--- config.mk ---
export PLATFORM = sky130hd
export DESIGN_NAME = positional_pid_controller_core
export DESIGN_NICKNAME = d
export VERILOG_FILES = /design/src/rtl/ppid_pkg.sv /design/src/rtl/positional_pid_controller_core.sv /design/src/rtl/ppid_ctrl.sv /design/src/rtl/ppid_dp.sv
export VERILOG_INCLUDE_DIRS = /design/src /design/src/rtl
export SDC_FILE = /design/constraint.sdc
export NUM_CORES = 2
export LEC_CHECK = 0
export BUFFER_PORTS_ARGS = -buffer_cell sky130_fd_sc_hd__buf_2
export CORE_ASPECT_RATIO = 2
export CORE_MARGIN = 8
export CORE_UTILIZATION = 50
export DETAILED_ROUTE_END_ITERATION = 6
export GPL_ROUTABILITY_DRIVEN = 0
export PLACE_DENSITY_LB_ADDON = 0.15
export SKIP_CTS_REPAIR_TIMING = 1
export SLEW_MARGIN = 15
export SYNTH_ARGS = -nofsm -noshare
export SYNTH_HDL_FRONTEND = slang
export SYNTH_HIERARCHICAL = 1
export SYNTH_SLANG_ARGS = --single-unit
export TNS_END_PERCENT = 30
--- constraint.sdc ---
create_clock -name clk -period 41.1 [get_ports clk]
set_input_delay 8.22 -clock clk [delete_from_list [all_inputs] [get_ports clk]]
set_output_delay 8.22 -clock clk [all_outputs]
set_load 0.01 [all_outputs]
--- src/rtl/positional_pid_controller_core_assert.svh ---
// Assertion macros for the positional PID controller core.
// Used by the top level; needs clk and rst_n in the including scope.
`ifndef POSITIONAL_PID_CONTROLLER_CORE_ASSERT_SVH
`define POSITIONAL_PID_CONTROLLER_CORE_ASSERT_SVH

// Check a condition at every clock edge outside reset
`define PPC_ASSERT_NOW(lbl, cond, msg) \
    lbl: assert property (@(posedge clk) disable iff (!rst_n) (cond)) else $error(msg);

// Check that a trigger is followed by a condition in the next cycle
`define PPC_ASSERT_NEXT(lbl, pre, post, msg) \
    lbl: assert property (@(posedge clk) disable iff (!rst_n) (pre) |=> (post)) \
        else $error(msg);

`endif

--- src/rtl/ppid_pkg.sv ---
// Package for the positional PID controller: codes, command bus types, helpers.
// Used by the controller, the datapath and the top level.
package ppid_pkg;

    localparam int DIV_STEPS = 48;
    localparam int CNT_W = $clog2(DIV_STEPS);

    // Configuration register indexes
    localparam logic [2:0] REG_GAIN_P   = 3'd0;
    localparam logic [2:0] REG_GAIN_I   = 3'd1;
    localparam logic [2:0] REG_GAIN_D   = 3'd2;
    localparam logic [2:0] REG_FLOOR    = 3'd3;
    localparam logic [2:0] REG_CEILING  = 3'd4;
    localparam logic [2:0] REG_STEP_LIM = 3'd5;

    localparam logic [1:0] CMD_SAMPLE = 2'd0;
    localparam logic [1:0] CMD_CLEAR  = 2'd1;
    localparam logic [1:0] CMD_LOAD   = 2'd2;

    typedef enum logic [2:0] {
        MUL_P = 3'd0,
        MUL_I = 3'd1,
        MUL_D = 3'd2,
        MUL_H = 3'd3,
        MUL_L = 3'd4
    } mul_op_t;

    typedef struct packed {
        logic    capture;
        logic    clear;
        logic    load;
        mul_op_t mul_op;
        logic    st_p;
        logic    st_um;
        logic    st_x;
        logic    st_a;
        logic    acc_upd;
        logic    div_step;
        logic    emit;
    } ppid_cmd_t;

    typedef struct packed {
        logic out_free;
    } ppid_stat_t;

    // Saturate a 52-bit signed value to 32 bits
    function automatic logic signed [31:0] sat32(input logic signed [51:0] v);
        logic signed [51:0] lo;
        logic signed [51:0] hi;
        lo = 52'(signed'(32'sh8000_0000));
        hi = 52'(signed'(32'sh7fff_ffff));
        if (v < lo)
            return 32'sh8000_0000;
        else if (v > hi)
            return 32'sh7fff_ffff;
        else
            return v[31:0];
    endfunction

endpackage

--- src/rtl/positional_pid_controller_core.sv ---
// Top level of the positional PID controller core.
// Depends on ppid_pkg, ppid_ctrl, ppid_dp and the assertion macro header.
//
// Usage:
//   Slave channel s_*: one item per command; s_tuser carries the command
//   (sample, clear history, load integral). Master channel m_*: one item
//   per sample command, carrying drive and the saturated P and I terms.
//   Configuration: cfg_we/cfg_addr/cfg_data write a register;
//   write only while no item is in progress.
//   Sequence: after acceptance a sample makes five passes through the
//   shared 33x32 multiplier, one integral update, the steps of the
//   one-bit-per-cycle restoring divider for the derivative, and then
//   registers the result.
//   Clear and load complete in the accepting cycle; the next item can
//   follow in the next cycle. A new sample is accepted in the cycle after
//   the previous result is registered, not while one is in progress.
//   The output register holds a result while m_tready is low; the next
//   sample computes meanwhile and waits at its end until the register frees.
//   Reset: gains zero, limits fully open, step limit 100000, integral and
//   last error zero, next sample treated as first (no derivative).
module positional_pid_controller_core (
    input  logic        clk,
    input  logic        rst_n,
    input  logic        cfg_we,
    input  logic [2:0]  cfg_addr,
    input  logic [31:0] cfg_data,
    input  logic        s_tvalid,
    output logic        s_tready,
    input  logic [87:0] s_tdata,   // error_value[31:0], elapsed_ticks[55:32],
                                   // integral_preset[87:56]
    input  logic [1:0]  s_tuser,   // cmd[1:0]
    output logic        m_tvalid,
    input  logic        m_tready,
    output logic [95:0] m_tdata    // drive[31:0], proportional_term[63:32],
                                   // integral_term[95:64]
);

`include "positional_pid_controller_core_assert.svh"

    ppid_pkg::ppid_cmd_t  cmd;
    ppid_pkg::ppid_stat_t stat;

    ppid_ctrl u_ctrl (
        .clk      (clk),
        .rst_n    (rst_n),
        .in_valid (s_tvalid),
        .in_cmd   (s_tuser),
        .in_ready (s_tready),
        .stat     (stat),
        .cmd      (cmd)
    );

    ppid_dp u_dp (
        .clk       (clk),
        .rst_n     (rst_n),
        .cfg_we    (cfg_we),
        .cfg_addr  (cfg_addr),
        .cfg_data  (cfg_data),
        .in_data   (s_tdata),
        .cmd       (cmd),
        .stat      (stat),
        .out_valid (m_tvalid),
        .out_ready (m_tready),
        .out_data  (m_tdata)
    );

    // A sample blocks the input until its result is registered
    `PPC_ASSERT_NEXT(a_sample_busy, s_tvalid && s_tready && s_tuser == ppid_pkg::CMD_SAMPLE, !s_tready, "input accepted while a sample is in progress")
    // A registered result is presented on the next cycle
    `PPC_ASSERT_NEXT(a_emit_valid, cmd.emit, m_tvalid, "result emitted but not presented")
    // At most one multiplier result store per cycle
    `PPC_ASSERT_NOW(a_one_store, $onehot0({cmd.st_p, cmd.st_um, cmd.st_x, cmd.st_a, cmd.acc_upd}), "overlapping datapath stores")

endmodule

--- src/rtl/ppid_ctrl.sv ---
// Sequencer for the positional PID controller: accepts items and steps the datapath.
// Depends on ppid_pkg.
module ppid_ctrl (
    input  logic                 clk,
    input  logic                 rst_n,
    input  logic                 in_valid,
    input  logic [1:0]           in_cmd,
    output logic                 in_ready,
    input  ppid_pkg::ppid_stat_t stat,
    output ppid_pkg::ppid_cmd_t  cmd
);

    typedef enum logic [8:0] {
        ST_IDLE = 9'b000000001,
        ST_MP   = 9'b000000010,
        ST_MI   = 9'b000000100,
        ST_MD   = 9'b000001000,
        ST_MH   = 9'b000010000,
        ST_ML   = 9'b000100000,
        ST_ACC  = 9'b001000000,
        ST_DIV  = 9'b010000000,
        ST_DONE = 9'b100000000
    } state_t;

    state_t                       state_reg;
    state_t                       state_next;
    logic [ppid_pkg::CNT_W-1:0]   cnt_reg;
    logic [ppid_pkg::CNT_W-1:0]   cnt_next;
    logic                         accept;

    assign in_ready = (state_reg == ST_IDLE);
    assign accept   = in_valid && in_ready;

    // Accept items, then sequence the multiplier passes, integral update, divide and output
    always_comb
    begin
        state_next   = state_reg;
        cnt_next     = cnt_reg;
        cmd          = '0;
        cmd.mul_op   = ppid_pkg::MUL_P;
        unique case (state_reg)
            ST_IDLE:
            begin
                if (accept)
                begin
                    case (in_cmd)
                        ppid_pkg::CMD_SAMPLE:
                        begin
                            cmd.capture = 1'b1;
                            state_next  = ST_MP;
                        end
                        ppid_pkg::CMD_CLEAR: cmd.clear = 1'b1;
                        ppid_pkg::CMD_LOAD:  cmd.load  = 1'b1;
                        default: ;
                    endcase
                end
            end
            ST_MP:
            begin
                cmd.mul_op = ppid_pkg::MUL_P;
                state_next = ST_MI;
            end
            ST_MI:
            begin
                cmd.st_p   = 1'b1;
                cmd.mul_op = ppid_pkg::MUL_I;
                state_next = ST_MD;
            end
            ST_MD:
            begin
                cmd.st_um  = 1'b1;
                cmd.mul_op = ppid_pkg::MUL_D;
                state_next = ST_MH;
            end
            ST_MH:
            begin
                cmd.st_x   = 1'b1;
                cmd.mul_op = ppid_pkg::MUL_H;
                state_next = ST_ML;
            end
            ST_ML:
            begin
                cmd.st_a   = 1'b1;
                cmd.mul_op = ppid_pkg::MUL_L;
                state_next = ST_ACC;
            end
            ST_ACC:
            begin
                cmd.acc_upd = 1'b1;
                cnt_next    = '0;
                state_next  = ST_DIV;
            end
            ST_DIV:
            begin
                cmd.div_step = 1'b1;
                cnt_next     = cnt_reg + 1'b1;
                if (cnt_reg == ppid_pkg::CNT_W'(ppid_pkg::DIV_STEPS - 1))
                    state_next = ST_DONE;
            end
            ST_DONE:
            begin
                if (stat.out_free)
                begin
                    cmd.emit   = 1'b1;
                    state_next = ST_IDLE;
                end
            end
            default: state_next = ST_IDLE;
        endcase
    end

    always_ff @(posedge clk or negedge rst_n)
    begin
        if (!rst_n)
        begin
            state_reg <= ST_IDLE;
            cnt_reg   <= '0;
        end
        else
        begin
            state_reg <= state_next;
            cnt_reg   <= cnt_next;
        end
    end

endmodule

--- src/rtl/ppid_dp.sv ---
// Datapath for the positional PID controller: config registers, history state,
// shared multiplier, restoring divider and output register. Depends on ppid_pkg.
module ppid_dp (
    input  logic                 clk,
    input  logic                 rst_n,
    input  logic                 cfg_we,
    input  logic [2:0]           cfg_addr,
    input  logic [31:0]          cfg_data,
    input  logic [87:0]          in_data,
    input  ppid_pkg::ppid_cmd_t  cmd,
    output ppid_pkg::ppid_stat_t stat,
    output logic                 out_valid,
    input  logic                 out_ready,
    output logic [95:0]          out_data
);

    localparam logic [47:0] CAP = 48'h8000_0000_0000;

    logic signed [31:0] gain_p_reg, gain_i_reg, gain_d_reg, floor_reg, ceil_reg;
    logic [23:0]        step_lim_reg;
    logic signed [47:0] acc_reg;
    logic signed [31:0] last_err_reg;
    logic               first_reg;

    logic signed [31:0] e_reg;
    logic [23:0]        dt_reg;
    logic signed [32:0] diff_reg;
    logic               first_q_reg;

    logic [63:0]        prod_reg;
    logic signed [47:0] p_reg;
    logic [62:0]        um_reg;
    logic [54:0]        a_reg;
    logic               d_neg_reg;
    logic [23:0]        rem_reg;
    logic [47:0]        q_reg;
    logic               out_valid_reg;
    logic [95:0]        out_data_reg;

    logic signed [31:0] in_err;
    logic [23:0]        in_ticks;
    logic signed [31:0] in_preset;
    logic [23:0]        lim;
    logic [23:0]        dt_next;
    logic [31:0]        e_mag, kp_mag, ki_mag, kd_mag;
    logic [32:0]        diff_mag;
    logic               p_neg, i_neg;
    logic [32:0]        op_a;
    logic [31:0]        op_b;
    logic [87:0]        total;
    logic [71:0]        m_full;
    logic [47:0]        m_int;
    logic signed [48:0] inc;
    logic signed [48:0] acc_sum;
    logic signed [47:0] acc_next;
    logic [24:0]        trial;
    logic signed [49:0] d_val;
    logic signed [51:0] sum;
    logic signed [51:0] sum_hi;
    logic signed [31:0] drive;

    assign in_err    = in_data[31:0];
    assign in_ticks  = in_data[55:32];
    assign in_preset = in_data[87:56];

    // Clamp the elapsed ticks to 1..step_limit (a step limit of zero counts as one)
    always_comb
    begin
        lim     = (step_lim_reg == 24'd0) ? 24'd1 : step_lim_reg;
        dt_next = (in_ticks == 24'd0) ? 24'd1 : in_ticks;
        if (dt_next > lim)
            dt_next = lim;
    end

    // Magnitudes and signs of the operands
    assign e_mag    = e_reg[31] ? 32'(-e_reg) : 32'(e_reg);
    assign kp_mag   = gain_p_reg[31] ? 32'(-gain_p_reg) : 32'(gain_p_reg);
    assign ki_mag   = gain_i_reg[31] ? 32'(-gain_i_reg) : 32'(gain_i_reg);
    assign kd_mag   = gain_d_reg[31] ? 32'(-gain_d_reg) : 32'(gain_d_reg);
    assign diff_mag = diff_reg[32] ? 33'(-diff_reg) : 33'(diff_reg);
    assign p_neg    = gain_p_reg[31] ^ e_reg[31];
    assign i_neg    = gain_i_reg[31] ^ e_reg[31];

    // Select the operands of the shared multiplier
    always_comb
    begin
        case (cmd.mul_op)
            ppid_pkg::MUL_P:
            begin
                op_a = {1'b0, kp_mag};
                op_b = e_mag;
            end
            ppid_pkg::MUL_I:
            begin
                op_a = {1'b0, ki_mag};
                op_b = e_mag;
            end
            ppid_pkg::MUL_D:
            begin
                op_a = diff_mag;
                op_b = kd_mag;
            end
            ppid_pkg::MUL_H:
            begin
                op_a = {2'b00, um_reg[62:32]};
                op_b = {8'd0, dt_reg};
            end
            ppid_pkg::MUL_L:
            begin
                op_a = {1'b0, um_reg[31:0]};
                op_b = {8'd0, dt_reg};
            end
            default:
            begin
                op_a = '0;
                op_b = '0;
            end
        endcase
    end

    // Integral increment, saturated, then added to the accumulator
    always_comb
    begin
        total  = {1'b0, a_reg, 32'd0} + 88'(prod_reg[55:0]);
        m_full = total[87:16];
        m_int  = (m_full >= 72'(CAP)) ? CAP : m_full[47:0];
        if (i_neg)
            inc = -signed'({1'b0, m_int});
        else if (m_int == CAP)
            inc = signed'({1'b0, CAP - 48'd1});
        else
            inc = signed'({1'b0, m_int});
        acc_sum = 49'(acc_reg) + inc;
        if (acc_sum < -49'sd140737488355328)
            acc_next = 48'sh8000_0000_0000;
        else if (acc_sum > 49'sd140737488355327)
            acc_next = 48'sh7fff_ffff_ffff;
        else
            acc_next = acc_sum[47:0];
    end

    assign trial = {rem_reg, q_reg[47]};

    // Drive sum and clamp: ceiling first, then floor
    always_comb
    begin
        if (first_q_reg)
            d_val = '0;
        else if (d_neg_reg)
            d_val = -signed'({2'b00, q_reg});
        else
            d_val = signed'({2'b00, q_reg});
        sum    = 52'(p_reg) + 52'(acc_reg) + 52'(d_val);
        sum_hi = (sum > 52'(ceil_reg)) ? 52'(ceil_reg) : sum;
        drive  = (sum_hi < 52'(floor_reg)) ? floor_reg : sum_hi[31:0];
    end

    // Configuration writes
    always_ff @(posedge clk or negedge rst_n)
    begin
        if (!rst_n)
        begin
            gain_p_reg   <= '0;
            gain_i_reg   <= '0;
            gain_d_reg   <= '0;
            floor_reg    <= 32'sh8000_0000;
            ceil_reg     <= 32'sh7fff_ffff;
            step_lim_reg <= 24'd100000;
        end
        else if (cfg_we)
        begin
            unique case (cfg_addr)
                ppid_pkg::REG_GAIN_P:   gain_p_reg   <= cfg_data;
                ppid_pkg::REG_GAIN_I:   gain_i_reg   <= cfg_data;
                ppid_pkg::REG_GAIN_D:   gain_d_reg   <= cfg_data;
                ppid_pkg::REG_FLOOR:    floor_reg    <= cfg_data;
                ppid_pkg::REG_CEILING:  ceil_reg     <= cfg_data;
                ppid_pkg::REG_STEP_LIM: step_lim_reg <= cfg_data[23:0];
                default: ;
            endcase
        end
    end

    // History state: clear, load, capture and integral update
    always_ff @(posedge clk or negedge rst_n)
    begin
        if (!rst_n)
        begin
            acc_reg      <= '0;
            last_err_reg <= '0;
            first_reg    <= 1'b1;
        end
        else
        begin
            if (cmd.clear)
            begin
                acc_reg      <= '0;
                last_err_reg <= '0;
                first_reg    <= 1'b1;
            end
            if (cmd.load)
                acc_reg <= 48'(in_preset);
            if (cmd.capture)
            begin
                last_err_reg <= in_err;
                first_reg    <= 1'b0;
            end
            if (cmd.acc_upd)
                acc_reg <= acc_next;
        end
    end

    // Working registers of one sample
    always_ff @(posedge clk)
    begin
        if (cmd.capture)
        begin
            e_reg       <= in_err;
            dt_reg      <= dt_next;
            diff_reg    <= 33'(in_err) - 33'(last_err_reg);
            first_q_reg <= first_reg;
        end
        prod_reg <= 64'(op_a) * 64'(op_b);
        if (cmd.st_p)
            p_reg <= p_neg ? -signed'({1'b0, prod_reg[62:16]}) : signed'({1'b0, prod_reg[62:16]});
        if (cmd.st_um)
            um_reg <= prod_reg[62:0];
        if (cmd.st_x)
        begin
            q_reg     <= prod_reg[63:16];
            d_neg_reg <= gain_d_reg[31] ^ diff_reg[32];
            rem_reg   <= '0;
        end
        if (cmd.st_a)
            a_reg <= prod_reg[54:0];
        // One quotient bit per step
        if (cmd.div_step)
        begin
            if (trial >= {1'b0, dt_reg})
            begin
                rem_reg <= 24'(trial - {1'b0, dt_reg});
                q_reg   <= {q_reg[46:0], 1'b1};
            end
            else
            begin
                rem_reg <= trial[23:0];
                q_reg   <= {q_reg[46:0], 1'b0};
            end
        end
        if (cmd.emit)
            out_data_reg <= {ppid_pkg::sat32(52'(acc_reg)), ppid_pkg::sat32(52'(p_reg)), drive};
    end

    // Output register valid flag
    always_ff @(posedge clk or negedge rst_n)
    begin
        if (!rst_n)
            out_valid_reg <= 1'b0;
        else if (cmd.emit)
            out_valid_reg <= 1'b1;
        else if (out_ready)
            out_valid_reg <= 1'b0;
    end

    assign stat.out_free = !out_valid_reg || out_ready;
    assign out_valid     = out_valid_reg;
    assign out_data      = out_data_reg;

endmodule
-- Yosys cells after proc, flatten, opt, wreduce, memory -nomap -nowiden
Index checks and enable logic that the tools add are counted.
- register bits: 770
- input bits: 130
- memories kept: 0
- logic and storage cells: 162
- latch bits: 0
- memory bits (read-only): 0
- memory bits (writable): 0
- add/sub/neg operators: 15
- magnitude comparators: 11
- bitwise gates (word level): 3
- div/mod/pow operators: 0
- equal/unequal tests: 26
- reductions and logical operators: 22
- shifts and indexed selects: 0
- $mul: 1
- mux-type cells: 57
- operator list (cell ; number):
    48-bit 2-to-1 mux ; 9
    32-bit 2-to-1 mux ; 9
    33-bit case mux with 5 select lines ; 1
    24-bit 2-to-1 mux ; 6
    32-bit negation ; 4
    50-bit 2-to-1 mux ; 2
    48-bit by 32-bit greater-than comparator with 1-bit output (second input constant) ; 2
    48-bit by 32-bit < comparator with 1-bit output (second input constant) ; 2
    32-bit case mux with 3 select lines ; 1
    87-bit by 56-bit adder with 88-bit output ; 1
    9-bit case mux with 9 select lines ; 1
    72-bit by 48-bit greater-or-equal comparator with 1-bit output (second input constant) ; 1
    33-bit by 32-bit multiplier with 64-bit output ; 1
    52-bit by 32-bit greater-than comparator with 1-bit output ; 1
    52-bit by 32-bit < comparator with 1-bit output ; 1
    52-bit 2-to-1 mux ; 1
    49-bit by 50-bit adder with 51-bit output ; 1
    48-bit negation with 50-bit output ; 1
    48-bit by 48-bit adder with 49-bit output ; 1
    48-bit by 49-bit adder with 49-bit output ; 1
    49-bit by 48-bit greater-than comparator with 1-bit output (second input constant) ; 1
    49-bit by 48-bit < comparator with 1-bit output (second input constant) ; 1
    49-bit 2-to-1 mux ; 1
    48-bit negation with 49-bit output ; 1
    44 further kinds ; 84

-- Depth between registers and ports, before layout
- word-level depth: 11
- mapped depth: 49

-- Cells and area by module
Netlist, hierarchy kept.
- by module, submodules not included (module ; seq. area each (sq um) ; cells an instance ; area an instance (sq um) ; instances):
    ppid_dp ; 20748.6 ; 8977 ; 84068.1 ; 1
    ppid_ctrl ; 376.6 ; 110 ; 948.4 ; 1

-- Worst setup path after synthesis
No wires, ideal clock.
- kind: input -> register
- start point: in m_tready
- end point: reg u_dp.out_data_reg[0], in the netlist u_dp/out_data[0], enable pin
- setup time: 0.670 ns
- setup slack: 25.510 ns
- arrival: 14.921 ns
- data required time: 40.430 ns
- buffers on the path: 0
- stages on the path: 3
- cells stage by stage: nand2b_1 -> nand2_1 -> nor3_1
- RTL lines (element ; line ; text):
    from (decl) ; positional_pid_controller_core.sv:33 ; input logic m_tready,
    to (signal assigned) ; ppid_dp.sv:251 ; out_data_reg <= {ppid_pkg::sat32(52'(acc_reg)), ppid_pkg::sat32(52'(p_reg)), drive};
    to (decl) ; ppid_dp.sv:38 ; logic [95:0] out_data_reg;

-- Final worst setup path
- start point: reg u_dp.q_reg[2]
- end point: reg u_dp.out_data_reg[8], in the netlist u_dp/out_data[8] (data pin)
- word-level cells in the longest chain between the ends: 8
- RTL lines (element ; line ; text):
    from (decl) ; ppid_dp.sv:36 ; logic [47:0] q_reg;
    from (signal assigned) ; ppid_dp.sv:230 ; q_reg <= prod_reg[63:16];
    from (signal assigned) ; ppid_dp.sv:242 ; q_reg <= {q_reg[46:0], 1'b1};
    from (signal assigned) ; ppid_dp.sv:247 ; q_reg <= {q_reg[46:0], 1'b0};
    48-bit negation with 50-bit output ; ppid_dp.sv:150 ; d_val = -signed'({2'b00, q_reg});
    50-bit 2-to-1 mux * ; ppid_dp.sv:149 ; else if (d_neg_reg)
    50-bit 2-to-1 mux * ; ppid_dp.sv:147 ; if (first_q_reg)
    49-bit by 50-bit adder with 51-bit output * ; ppid_dp.sv:153 ; sum = 52'(p_reg) + 52'(acc_reg) + 52'(d_val);
    52-bit by 32-bit greater-than comparator with 1-bit output ; ppid_dp.sv:154 ; sum_hi = (sum > 52'(ceil_reg)) ? 52'(ceil_reg) : sum;
    52-bit 2-to-1 mux * ; ppid_dp.sv:154 ;
    52-bit by 32-bit < comparator with 1-bit output ; ppid_dp.sv:155 ; drive = (sum_hi < 52'(floor_reg)) ? floor_reg : sum_hi[31:0];
    32-bit 2-to-1 mux * ; ppid_dp.sv:155 ;
    via u_dp.drive[8] ; ppid_dp.sv:60 ; logic signed [31:0] drive;
The timed path passes the listed nets; every way through them passes the cells marked *.
A chain may end at the register's enable or synchronous reset.

==> impl_metrics.py <==
metrics = {
    "clocking": {
        "clock_latency_ps": 710,
        "cts_inserted_buffers": 72,
        "cts-root-buf": "sky130_fd_sc_hd__clkbuf_16",
        "clock_tree.buffer_depth": 3,
        "htree_num_levels": 3,
        "clkTransAtPathRegs_ps": 80,
        "tritoncts_num_sinks": 770,
        "tritoncts": "built",
    },
    "job": {
        "timing.max_cap.violations": 0,
    },
    "worst_hold_path": {
        "hold_class": "reg2reg",
    },
    "sta": {
        "tightestPinTransition_ps": 1210,
        "max-slew-margin-rel_pct": 19.1,
        "period_minus_slack_ps": 13170,
        "clock_skew_ps": 35.6,
        "final.period_utilization_pct": 32.1,
        "fin_hold_ws_ps": 457,
        "hold_violations": 0,
        "final_max_slew_viol_count": 0,
        "timing.fmax_mhz": 75.9,
        "rsz_0062_raised_after_global_routing": "false",
        "finalSetupViolations": 0,
        "setup_tns_ps": 0,
    },
    "logic_synthesis": {
        "synth.net_count": 10772,
        "synth-edff-count": 425,
        "synth_top_area_share_pct": 23.1,
        "postSynth.asyncResetShare_pct": 36.5,
        "syn_inst": 9087,
        "ys_top_cells_by_count": "sky130_fd_sc_hd__inv_1, sky130_fd_sc_hd__nand2_1, sky130_fd_sc_hd__fa_1, sky130_fd_sc_hd__ha_1, sky130_fd_sc_hd__nor2_1",
        "synth_area_mm2": 0.0850,
        "synth_most_common_cell": "sky130_fd_sc_hd__inv_1",
        "synth.yosys.seq_area_share_pct": 24.8,
        "ys_top_cells_by_area": "sky130_fd_sc_hd__fa_1, sky130_fd_sc_hd__edfxtp_1, sky130_fd_sc_hd__ha_1",
        "ys_dominant_reg_cell": "sky130_fd_sc_hd__edfxtp_1",
        "syn_area_per_cell_um2": 9.36,
        "post_synth_num_cell_types": 125,
        "synth_warnings": 6,
        "synth.ff_latch_count": 770,
        "yosysTopAreaCell": "sky130_fd_sc_hd__fa_1",
    },
    "floorplan": {
        "fp-row-count": 214,
        "start_util_pct": 50.2,
        "floorplan.die.width_um": 308,
        "coreArea_mm2": 0.169,
        "number_of_primary_i_o_pins": 228,
        "die_h_um": 599,
        "fp.dieArea_mm2": 0.184,
    },
    "worst_setup_path": {
        "end_kind": "register",
        "slowest_stage": "sky130_fd_sc_hd__o21ai_4",
        "crit_type": "reg2reg",
        "worst-path-max-fanout": 52,
        "cp_slowest_stage_delay_ps": 700,
        "critPathRequiredTime_ps": 41530,
        "critical-path-top-cell-by-count": "sky130_fd_sc_hd__o21ai_0",
        "startpoint_type": "register",
        "critical_path_arrival_ps": 13600,
    },
    "routing": {
        "post_drt_wl_per_cell_um": 28.1,
        "initialDrtViolationCount": 5643,
        "totalWireLength_um": 322000,
        "final_antenna_net_count": 0,
        "drc_markers": 0,
        "via_count_normalized_by_instance_count": 6.13,
        "number_of_search_and_repair_iterations_in_the_first_detailed_routing_pass": 6,
        "via_count": 70117,
    },
    "placement": {
        "detailed_place_hpwl_um": 245000,
        "place.port_buffers": 227,
        "placement.cell_area_mm2": 0.0889,
    },
    "global_routing": {
        "number_of_antenna_violations_at_the_first_check_in_global_routing": 14,
        "largest_net_degree_at_the_start_of_global_routing": 110,
        "grt_resource_usage_total_pct": 34.6,
        "first_global_vias": 74012,
        "grt_pass1_wl_um": 471000,
        "globalRoute.totalOverflow": 0,
    },
    "layout": {
        "nets": 10788,
        "final_layout_size_suffix_gt1_share_pct": 10.7,
        "layout.core_utilization_pct": 53.9,
        "final_area_mm2": 0.0914,
        "max_ffs_per_register": 96,
        "layout-area-overhead-vs-synth_pct": 7.51,
        "n_fill_cell": 15594,
    },
    "run_status": {
        "result_of_the_run": "finished clean",
    },
}
[per-stage QoR]
stage | setup slack (ps) | cells
global placement | 28300 | 11295
detailed placement | 28050 | 11296
CTS | 28040 | 11430
global route | 27100 | 11432
finish | 27930 | 11442
floorplan | 25510 | 9087
[routing by layer]
metal,global-route usage [%],vias up,routed length (um)
li1,-,30249,-
met1,33.2,34843,99700
met2,61.1,3487,160000
met3,5.79,1528,20900
met4,35.0,10,41200
met5,0,-,68
[worst max-delay path, delay by kind of cell, from the launching register on]
kind                     cells  cell delay [ps]
multiplexers                 2              730
XOR/XNOR                     2              430
AO/OA/AOI/OAI               23             5500
buffers and inverters        2              990
adder cells (fa/ha/maj)      4             1520
flip-flops                   1              500
AND/OR/NAND/NOR             13             3170
[cell families after synthesis]
| family | count (synthesis) | synth area share [%] |
|---|---|---|
| xor+xnor | 477 | 4.92 |
| flops | 770 | 24.8 |
| compound gates | 1548 | 12.1 |
| simple gates | 2664 | 14.5 |
| mux | 305 | 4.00 |
| buf+inv | 1768 | 8.07 |
| fa+ha+maj | 1555 | 31.5 |
[final timing paths]
path / startpoint / endpoint / slack (ps) / depth (start not counted)
max in group asynchronous: rst_n / u_dp/floor_reg[26] / 31450 / 3
min in group asynchronous: rst_n / u_dp/floor_reg[23] / 7550 / 1
min: u_dp/prod_reg[12] / u_dp/a_reg[12] / 460 / 0
max: u_dp/q_reg[2] / u_dp/out_data[8] / 27930 / 46
max reg2reg: u_dp/q_reg[2] / u_dp/out_data[8] / 27930 / 46
min reg2reg: u_dp/prod_reg[12] / u_dp/a_reg[12] / 460 / 0
[placed cells by master (no fill, tap or decap), types with 241 or more instances in the layout]
cell,n
sky130_fd_sc_hd__a21oi_1,333
sky130_fd_sc_hd__dfrtp_1,241
sky130_fd_sc_hd__edfxtp_1,425
sky130_fd_sc_hd__fa_1,980
sky130_fd_sc_hd__ha_1,575
sky130_fd_sc_hd__inv_1,1309
sky130_fd_sc_hd__mux2_2,255
sky130_fd_sc_hd__nand2_1,1299
sky130_fd_sc_hd__nor2_1,432
sky130_fd_sc_hd__o21ai_0,322
sky130_fd_sc_hd__xnor2_1,245
[area by class of cell]
class	instances	area, um^2	area share [%]
Antenna cell	11	27.5	0.0301
Clock buffer	92	1970	2.15
Clock inverter	42	447	0.489
Inverter	1314	4940	5.40
Multi-Input combinational cell	6549	57600	63.0
Sequential cell	770	21100	23.1
Tap cell	2268	2840	3.10
Timing Repair Buffer	396	2430	2.66
Power is left out: the tool's default activity adds up to more than one toggle a clock period on the data nets, which glitch-free logic cannot reach.
